==> src/rtl/core/lnp_pkg.sv <==
// Package for the last-note-priority tone generator.
// Holds sizes, stack cell types and the half-period table lookup.
// No dependencies.
`timescale 1ns / 1ps

package lnp_pkg;

    // Sizes of the keyboard, the octave range and the period counter.
    localparam int NUM_KEYS     = 13;
    localparam int NUM_OCTAVES  = 5;
    localparam int PERIOD_WIDTH = 16;

    // Field widths of key and octave indexes.
    localparam int KEY_W = 4;
    localparam int OCT_W = 3;

    // Octave selected after reset.
    localparam int RESET_OCTAVE = 2 % NUM_OCTAVES;

    // Half-period table dimensions.
    localparam int ROM_OCTAVES = 5;
    localparam int ROM_KEYS    = 13;

    localparam logic [15:0] HALF_ROM [ROM_OCTAVES][ROM_KEYS] = '{
        '{16'd15288, 16'd14430, 16'd13620, 16'd12857, 16'd12134, 16'd11453, 16'd10811,
          16'd10204, 16'd9631, 16'd9091, 16'd8581, 16'd8099, 16'd7645},
        '{16'd7645, 16'd7215, 16'd6811, 16'd6428, 16'd6068, 16'd5727, 16'd5405,
          16'd5102, 16'd4816, 16'd4545, 16'd4290, 16'd4049, 16'd3822},
        '{16'd3822, 16'd3608, 16'd3405, 16'd3214, 16'd3034, 16'd2863, 16'd2703,
          16'd2551, 16'd2408, 16'd2272, 16'd2145, 16'd2025, 16'd1911},
        '{16'd1911, 16'd1804, 16'd1703, 16'd1607, 16'd1517, 16'd1432, 16'd1351,
          16'd1275, 16'd1204, 16'd1136, 16'd1073, 16'd1012, 16'd955},
        '{16'd955, 16'd902, 16'd851, 16'd803, 16'd758, 16'd716, 16'd676,
          16'd638, 16'd602, 16'd568, 16'd536, 16'd506, 16'd477}
    };

    // One entry of the key stack.
    typedef struct packed {
        logic             valid;
        logic [KEY_W-1:0] key;
    } entry_t;

    // Shift commands common to every stack cell.
    typedef struct packed {
        logic push;
        logic pop;
    } cell_ctrl_t;

    // Table lookup; indexes beyond the table saturate at the last row and column.
    function automatic logic [PERIOD_WIDTH-1:0] half_lookup(
        input logic [OCT_W-1:0] oct,
        input logic [KEY_W-1:0] key
    );
        int          o;
        int          k;
        logic [31:0] wide;
        o = (int'(oct) < ROM_OCTAVES) ? int'(oct) : ROM_OCTAVES - 1;
        k = (int'(key) < ROM_KEYS) ? int'(key) : ROM_KEYS - 1;
        wide = 32'(HALF_ROM[o][k]);
        return wide[PERIOD_WIDTH-1:0];
    endfunction

endpackage

==> src/rtl/core/lnp_cell.sv <==
// One cell of the key stack chain: holds a single stack entry.
// On push it takes the entry of the cell above, on pop the entry of the cell below.
// Depends on lnp_pkg.
`timescale 1ns / 1ps

module lnp_cell (
    input  logic                clk,
    input  logic                rst_n,
    input  lnp_pkg::cell_ctrl_t ctrl,
    input  lnp_pkg::entry_t     from_above,
    input  lnp_pkg::entry_t     from_below,
    output lnp_pkg::entry_t     entry
);
    import lnp_pkg::*;

    logic             valid_reg;
    logic             valid_next;
    logic [KEY_W-1:0] key_reg;
    logic [KEY_W-1:0] key_next;

    // Select the neighbor that shifts in.
    always_comb
    begin
        valid_next = valid_reg;
        key_next   = key_reg;
        if (ctrl.push)
        begin
            valid_next = from_above.valid;
            key_next   = from_above.key;
        end
        else if (ctrl.pop)
        begin
            valid_next = from_below.valid;
            key_next   = from_below.key;
        end
    end

    // The valid bit is control state and is cleared by reset.
    always_ff @(posedge clk or negedge rst_n)
    begin
        if (!rst_n)
        begin
            valid_reg <= 1'b0;
        end
        else
        begin
            valid_reg <= valid_next;
        end
    end

    // The key index is payload.
    always_ff @(posedge clk)
    begin
        key_reg <= key_next;
    end

    assign entry.valid = valid_reg;
    assign entry.key   = key_reg;

endmodule

==> src/rtl/core/lnp_tone.sv <==
// Square-wave tone unit: tick counter and output level.
// Advances once per tick and reports the wave level after that tick.
// Depends on lnp_pkg.
`timescale 1ns / 1ps

module lnp_tone (
    input  logic                             clk,
    input  logic                             rst_n,
    input  logic                             tick,
    input  logic                             active,
    input  logic [lnp_pkg::PERIOD_WIDTH-1:0] half,
    output logic                             wave_next
);
    import lnp_pkg::*;

    logic [PERIOD_WIDTH-1:0] count_reg;
    logic [PERIOD_WIDTH-1:0] count_next;
    logic [PERIOD_WIDTH-1:0] count_inc;
    logic                    wave_reg;

    // Count up while a key sounds and clear on a silent tick; toggle and restart on reaching the half period.
    always_comb
    begin
        count_inc  = count_reg + PERIOD_WIDTH'(1);
        count_next = count_reg;
        wave_next  = wave_reg;
        if (tick)
        begin
            if (active)
            begin
                if (count_inc >= half)
                begin
                    wave_next  = ~wave_reg;
                    count_next = '0;
                end
                else
                begin
                    count_next = count_inc;
                end
            end
            else
            begin
                count_next = '0;
            end
        end
    end

    // Counter and level registers.
    always_ff @(posedge clk or negedge rst_n)
    begin
        if (!rst_n)
        begin
            count_reg <= '0;
            wave_reg  <= 1'b0;
        end
        else
        begin
            count_reg <= count_next;
            wave_reg  <= wave_next;
        end
    end

endmodule

==> src/rtl/core/last_note_priority_tone_generator_top.sv <==
// Top level of the last-note-priority tone generator.
// Instantiates the stack cell chain (lnp_cell) and the tone unit (lnp_tone); uses lnp_pkg.
//
//   Channel | Handshake          | Payload
//   --------+--------------------+-----------------------------------------------
//   in      | in_valid/in_ready  | key_levels, octave_down, octave_up
//   out     | out_valid/out_ready| wave_level, tone_active, current_key,
//           |                    | current_octave, half_period
//
// A tick scans NUM_KEYS keys for pushes (one per cycle), pops one released key per cycle,
// then finds a held top (S_POP) and updates the tone (S_TONE): the result is registered
// as the tone unit advances, and the next tick is accepted only once the sequencer is back
// in S_IDLE, so a new tick is never taken before the last one is through.
// A stalled output holds its transfer; the following tick waits in its tone cycle.
// Reset empties the stack, clears the counter and level, and selects octave two.
`timescale 1ns / 1ps

module last_note_priority_tone_generator_top (
    input  logic                             clk,
    input  logic                             rst_n,
    input  logic                             in_valid,
    output logic                             in_ready,
    input  logic [lnp_pkg::NUM_KEYS-1:0]     key_levels,
    input  logic                             octave_down,
    input  logic                             octave_up,
    output logic                             out_valid,
    input  logic                             out_ready,
    output logic                             wave_level,
    output logic                             tone_active,
    output logic [lnp_pkg::KEY_W-1:0]        current_key,
    output logic [lnp_pkg::OCT_W-1:0]        current_octave,
    output logic [lnp_pkg::PERIOD_WIDTH-1:0] half_period
);
    import lnp_pkg::*;

    typedef enum logic [3:0] {
        S_IDLE = 4'b0001,
        S_PUSH = 4'b0010,
        S_POP  = 4'b0100,
        S_TONE = 4'b1000
    } state_t;

    state_t                  state_reg;
    state_t                  state_next;
    logic [NUM_KEYS-1:0]     levels_reg;
    logic [NUM_KEYS-1:0]     levels_next;
    logic [NUM_KEYS-1:0]     flags_reg;
    logic [NUM_KEYS-1:0]     flags_next;
    logic [OCT_W-1:0]        oct_reg;
    logic [OCT_W-1:0]        oct_next;
    logic [OCT_W-1:0]        oct_down;
    logic [OCT_W:0]          oct_up_sum;
    logic [KEY_W-1:0]        scan_reg;
    logic [KEY_W-1:0]        scan_next;
    logic                    out_valid_reg;
    logic                    out_valid_next;
    logic                    wave_out_reg;
    logic                    active_out_reg;
    logic [KEY_W-1:0]        key_out_reg;
    logic [OCT_W-1:0]        oct_out_reg;
    logic [PERIOD_WIDTH-1:0] half_out_reg;

    logic                    in_fire;
    logic                    out_free;
    logic                    push_en;
    logic                    pop_en;
    logic                    tone_tick;
    logic                    stack_active;
    logic [PERIOD_WIDTH-1:0] half_sel;
    logic                    wave_next;
    cell_ctrl_t              cell_ctrl;
    entry_t                  cells [NUM_KEYS];
    entry_t                  push_entry;
    logic [NUM_KEYS-1:0]     valid_vec;

    assign in_fire  = in_valid && in_ready;
    assign in_ready = (state_reg == S_IDLE);
    assign out_free = !out_valid_reg || out_ready;

    // Octave step for an accepted tick: down first, then up, each wrapping.
    always_comb
    begin
        oct_down   = (oct_reg == '0) ? OCT_W'(NUM_OCTAVES - 1) : oct_reg - OCT_W'(1);
        if (!octave_down)
        begin
            oct_down = oct_reg;
        end
        oct_up_sum = {1'b0, oct_down} + (OCT_W + 1)'(1);
    end

    // Top of the stack, and the push and pop decisions.
    assign stack_active = cells[0].valid;
    assign push_en    = (state_reg == S_PUSH) && levels_reg[scan_reg] && !flags_reg[scan_reg]
                        && !cells[NUM_KEYS-1].valid;
    assign pop_en     = (state_reg == S_POP) && cells[0].valid && !levels_reg[cells[0].key];
    assign tone_tick  = (state_reg == S_TONE) && out_free;
    assign cell_ctrl.push = push_en;
    assign cell_ctrl.pop  = pop_en;
    assign push_entry.valid = 1'b1;
    assign push_entry.key   = scan_reg;

    // Stack chain: cell 0 is the top.
    genvar i;
    generate
        for (i = 0; i < NUM_KEYS; i++)
        begin : g_cell
            entry_t above;
            entry_t below;
            if (i == 0)
            begin : g_first
                assign above = push_entry;
            end
            else
            begin : g_mid_above
                assign above = cells[i-1];
            end
            if (i == NUM_KEYS - 1)
            begin : g_last
                assign below = '0;
            end
            else
            begin : g_mid_below
                assign below = cells[i+1];
            end
            lnp_cell u_cell (
                .clk        (clk),
                .rst_n      (rst_n),
                .ctrl       (cell_ctrl),
                .from_above (above),
                .from_below (below),
                .entry      (cells[i])
            );
            assign valid_vec[i] = cells[i].valid;
        end
    endgenerate

    // Half period for the key on top in the current octave.
    assign half_sel = stack_active ? half_lookup(oct_reg, cells[0].key) : '0;

    lnp_tone u_tone (
        .clk       (clk),
        .rst_n     (rst_n),
        .tick      (tone_tick),
        .active    (stack_active),
        .half      (half_sel),
        .wave_next (wave_next)
    );

    // Sequencer: accept, scan for pushes, pop released keys, update the tone.
    always_comb
    begin
        state_next     = state_reg;
        levels_next    = levels_reg;
        flags_next     = flags_reg;
        oct_next       = oct_reg;
        scan_next      = scan_reg;
        out_valid_next = out_valid_reg && !out_ready;
        unique case (state_reg)
            S_IDLE:
            begin
                if (in_fire)
                begin
                    levels_next = key_levels;
                    if (octave_up)
                    begin
                        oct_next = (oct_up_sum >= (OCT_W + 1)'(NUM_OCTAVES)) ? '0
                                   : oct_up_sum[OCT_W-1:0];
                    end
                    else
                    begin
                        oct_next = oct_down;
                    end
                    scan_next  = '0;
                    state_next = S_PUSH;
                end
            end
            S_PUSH:
            begin
                if (push_en)
                begin
                    flags_next[scan_reg] = 1'b1;
                end
                if (scan_reg == KEY_W'(NUM_KEYS - 1))
                begin
                    state_next = S_POP;
                end
                else
                begin
                    scan_next = scan_reg + KEY_W'(1);
                end
            end
            S_POP:
            begin
                if (pop_en)
                begin
                    flags_next[cells[0].key] = 1'b0;
                end
                else
                begin
                    state_next = S_TONE;
                end
            end
            S_TONE:
            begin
                if (out_free)
                begin
                    out_valid_next = 1'b1;
                    state_next     = S_IDLE;
                end
            end
            default:
            begin
                state_next = S_IDLE;
            end
        endcase
    end

    // Control registers.
    always_ff @(posedge clk or negedge rst_n)
    begin
        if (!rst_n)
        begin
            state_reg     <= S_IDLE;
            flags_reg     <= '0;
            oct_reg       <= OCT_W'(RESET_OCTAVE);
            scan_reg      <= '0;
            out_valid_reg <= 1'b0;
        end
        else
        begin
            state_reg     <= state_next;
            flags_reg     <= flags_next;
            oct_reg       <= oct_next;
            scan_reg      <= scan_next;
            out_valid_reg <= out_valid_next;
        end
    end

    // Payload registers: latched key levels and the output transfer.
    always_ff @(posedge clk)
    begin
        levels_reg <= levels_next;
        if (tone_tick)
        begin
            wave_out_reg   <= wave_next;
            active_out_reg <= stack_active;
            key_out_reg    <= stack_active ? cells[0].key : '0;
            oct_out_reg    <= oct_reg;
            half_out_reg   <= half_sel;
        end
    end

    assign out_valid      = out_valid_reg;
    assign wave_level     = wave_out_reg;
    assign tone_active    = active_out_reg;
    assign current_key    = key_out_reg;
    assign current_octave = oct_out_reg;
    assign half_period    = half_out_reg;

    // Every stacked key has its flag set, and no flag without a stacked key.
    a_flags_match: assert property (@(posedge clk) disable iff (!rst_n)
        $countones(valid_vec) == $countones(flags_reg))
        else $error("stack depth and on-stack flags disagree");

    // An accepted tick always starts the push scan at key zero.
    a_scan_start: assert property (@(posedge clk) disable iff (!rst_n)
        in_fire |=> (state_reg == S_PUSH) && (scan_reg == '0))
        else $error("push scan did not start at key zero");

    // A silent result reports key zero and a zero half period.
    a_idle_zero: assert property (@(posedge clk) disable iff (!rst_n)
        (out_valid_reg && !tone_active) |-> (current_key == '0) && (half_period == '0))
        else $error("silent result carries a key or period");

    // A sounding result names a real key.
    a_key_range: assert property (@(posedge clk) disable iff (!rst_n)
        (out_valid_reg && tone_active) |-> (current_key <= KEY_W'(NUM_KEYS - 1)))
        else $error("sounding result names a key beyond the keyboard");

    // A tone update only fires when the output register can take it.
    a_no_overwrite: assert property (@(posedge clk) disable iff (!rst_n)
        (out_valid_reg && !out_ready) |-> !tone_tick)
        else $error("pending result overwritten");

endmodule

==> config.mk <==
export PLATFORM = sky130hd
export DESIGN_NAME = last_note_priority_tone_generator_top
export DESIGN_NICKNAME = d
export VERILOG_FILES = /design/src/rtl/core/lnp_pkg.sv /design/src/rtl/core/lnp_cell.sv /design/src/rtl/core/lnp_tone.sv /design/src/rtl/core/last_note_priority_tone_generator_top.sv
export SDC_FILE = /design/constraint.sdc
export NUM_CORES = 1
export LEC_CHECK = 0
export BUFFER_PORTS_ARGS = -buffer_cell sky130_fd_sc_hd__buf_2
export CAP_MARGIN = 0
export CORE_MARGIN = 5
export CORE_UTILIZATION = 52
export CTS_BUF_LIST = sky130_fd_sc_hd__clkbuf_2
export CTS_CLUSTER_SIZE = 28
export DETAILED_ROUTE_END_ITERATION = 10
export GPL_TIMING_DRIVEN = 0
export HOLD_SLACK_MARGIN = 0.08
export PLACE_DENSITY = 0.72
export SYNTH_ARGS = -nofsm -noshare
export SYNTH_HDL_FRONTEND = slang
export SYNTH_HIERARCHICAL = 1
export SYNTH_SLANG_ARGS = --single-unit
==> constraint.sdc <==
create_clock -name clk -period 3.7 [get_ports clk]
set_input_delay 0.37 -clock clk [delete_from_list [all_inputs] [get_ports clk]]
set_output_delay 0.37 -clock clk [all_outputs]
set_load 0.01 [all_outputs]
==> results.cfg <==
[outcome]
outcome = complete, no violations

[clocking]
clockRootBuffer = clkbuf_2
clkLatencyLatePin_ps = 770
htreeDepth = 4
cts_tree = built
clockBufferDepth = 2
cts_sinks = 143
cts_inserted_buffers = 17
clk_pin_slew_ps = 270

[global_route]
grt_max_degree = 56
antenna_found_initial = 2
grt-ovfl-total = 0
grt_pass1_wl_mm = 36.4
grt_pass1_vias = 6891
track_usage = 0.229

[timing]
hold-worst-slack_ps = 156
finalSetupViolations = 0
tightest_slew_ps = 761
hold_viol = 0
maxSlewViolCount = 0
slew_headroom = 0.493
finalClockSkew_ps = 48.3
final.period_utilization = 0.981
fin_crit_ps = 3630
max_freq_mhz = 276

[die]
design.core.area_mm2 = 0.0173
rows = 48
dieWidth_um = 143
io_pins = 46
die_area_mm2 = 0.0204
fp.dieH_um = 143
start_util = 0.530

[yosys]
yosysUniqueCellTypes = 90
synth_edf_count = 88
synth_top_family_by_area = simple AND/OR/NAND/NOR gates
synth_top_area_cell = edfxtp_1
synth.avg_cell_area_um2 = 11.0
synthFlopType = edfxtp_1
synthArstFlopShare = 0.385
synth.most_common_cell = edfxtp_1
synth-seq-cells = 143
netlist_top_cells_count = edfxtp_1, nand2_1, dfrtp_1, mux2_4, nor2_1
ys_seq_area_frac = 0.438
synth_fa_ha_area_frac = 0.0423
synth_area_leaders = edfxtp_1, dfrtp_1, mux2_4, ha_1, nand2_1
synth_top_area_share = 0.288
synth_compound_area_frac = 0.142
synthXorXnorAreaFrac = 0.0180
synth_mux_area_frac = 0.134
syn_area_mm2 = 0.00917
syn_inst = 831
yosys.area_share.simple = 0.144
ys_warn_count = 6

[worst_setup_path]
critPathLaunch = oct_reg[1]$_DFFE_PN1P_
cp-start-kind = flip-flop
cp-end-kind = flip-flop
cp_data_arrival_time_ps = 4290
path_class = reg -> reg
cp.required_ps = 4360
rr_startpoint = oct_reg[1]$_DFFE_PN1P_
critPathMaxFanout = 6

[routing]
vias = 7037
drc = 0
wl_mm = 22.8
final_antenna_net_count = 0
wl_per_cell_um = 19.4
firstDrtPassIters = 5
vias_per_cell = 5.98
first_iter_violations = 847

[place]
place_congestion = 0.986
placed_cells = 1108
place_hpwl_mm = 15.8
placed_cell_area_mm2 = 0.00972
portBuffers = 43

[finish]
design_area_mm2 = 0.0107
fin_nets = 986
fin_util = 0.616
nFillCells = 1471
largest_reg_flops = 52
fin_cells = 1176
areaGrowthSynthToFinish_pct = 16.2
final_layout_size_suffix_gt1_frac = 0.311

[run]
cap_violations = 0

[power_and_ir_drop]
powerDensity_mw_per_mm2 = 555
ir_worst_vdd_uv = 288
p_leak_uw = 0.00426
power_uw = 5920

[hold_path]
min_path_type = in -> async
final cells by class:
class                           count  area [µm²]  area share
Antenna cell                        2        5.00    0.000470
Timing Repair Buffer               83         591      0.0554
Clock inverter                     15         169      0.0159
Buffer                             74         613      0.0575
Clock buffer                       17        85.1     0.00798
Multi-Input combinational cell    577        4730       0.444
Inverter                           40         160      0.0150
Sequential cell                   143        4020       0.378
Tap cell                          225         282      0.0264
timing repair:
action | in CTS | in global routing
resized for setup | 36 | 60
hold endpoints to repair | 76 | 0
endpoints found under the setup margin | 19 | 18
setup buffers | 8 | 13
pin swaps | 7 | 24
hold buffers | 18 | 0
cells in the final DEF (no fill, tap or decap), types with 11 or more instances in the layout:
master,count
a32o_1,16
nor2_1,49
ha_1,22
o21ai_0,43
dlygate4sd3_1,18
mux2i_1,17
nand2_1,67
nand3_1,22
clkbuf_2,30
or2_1,13
a21oi_1,24
nand2b_1,11
mux2_4,52
buf_6,23
buf_4,40
dfrtp_1,51
nand4_1,12
edfxtp_1,88
inv_1,36
buf_2,47
critical path, cell delays in order (launching register included):
cell and delay [ps]:
dfstp_2 640, nand2_4 110, ha_4 310, buf_8 120, buf_6 130, buf_4 120
nand2_1 40, o211ai_1 90, a31oi_1 140, a221oi_2 380, inv_1 140, ha_4 300
nand4_1 150, nor2_4 200, nand3_4 110, and2_1 180, buf_6 130, a32o_1 240
per-layer routing:
layer / global-route usage / part of all wire
met1: 0.310 / 0.43
met3: 0.0573 / 0.079
met2: 0.361 / 0.46
met5: 0 / 0
met4: 0.0795 / 0.033
worst paths after layout:
kind / endpoint / slack [ps] / cells after the start
worst min register to register: u_tone/wave_reg$_DFF_PN0_ / 500 / 1
worst min-delay path: u_tone/wave_reg$_DFF_PN0_ / 160 / 2
worst max register to register: u_tone/count_reg[4]$_DFFE_PN0P_ / 70 / 17
min in group clk: oct_reg[1]$_DFFE_PN1P_ / 170 / 4
worst max-delay path: u_tone/count_reg[4]$_DFFE_PN0P_ / 70 / 17
max in group asynchronous: oct_reg[2]$_DFFE_PN0P_ / 3000 / 2
where the power goes:
part	internal, µW	switching (µW)
clock	227	726
combinational	1200	1590
sequential	2030	156
cells by family (layout without fill, tap and decap cells):
family / count (synthesis) / count (layout)
simple gates: 247 / 247
compound gates: 185 / 185
flops: 143 / 143
buf+inv: 119 / 229
mux: 86 / 86
fa+ha+maj: 31 / 31
xor+xnor: 18 / 18
other cells: 2 / 12
through the flow:
step,setup TNS (ps),setup slack (ps)
after CTS,0,3.29
after global routing,-174,-30.6
final,0,70.6
after floorplan,0,48.6
after global placement,-19170,-1200
after detailed placement,-20340,-1260
Power figures use the tool's default switching activity.
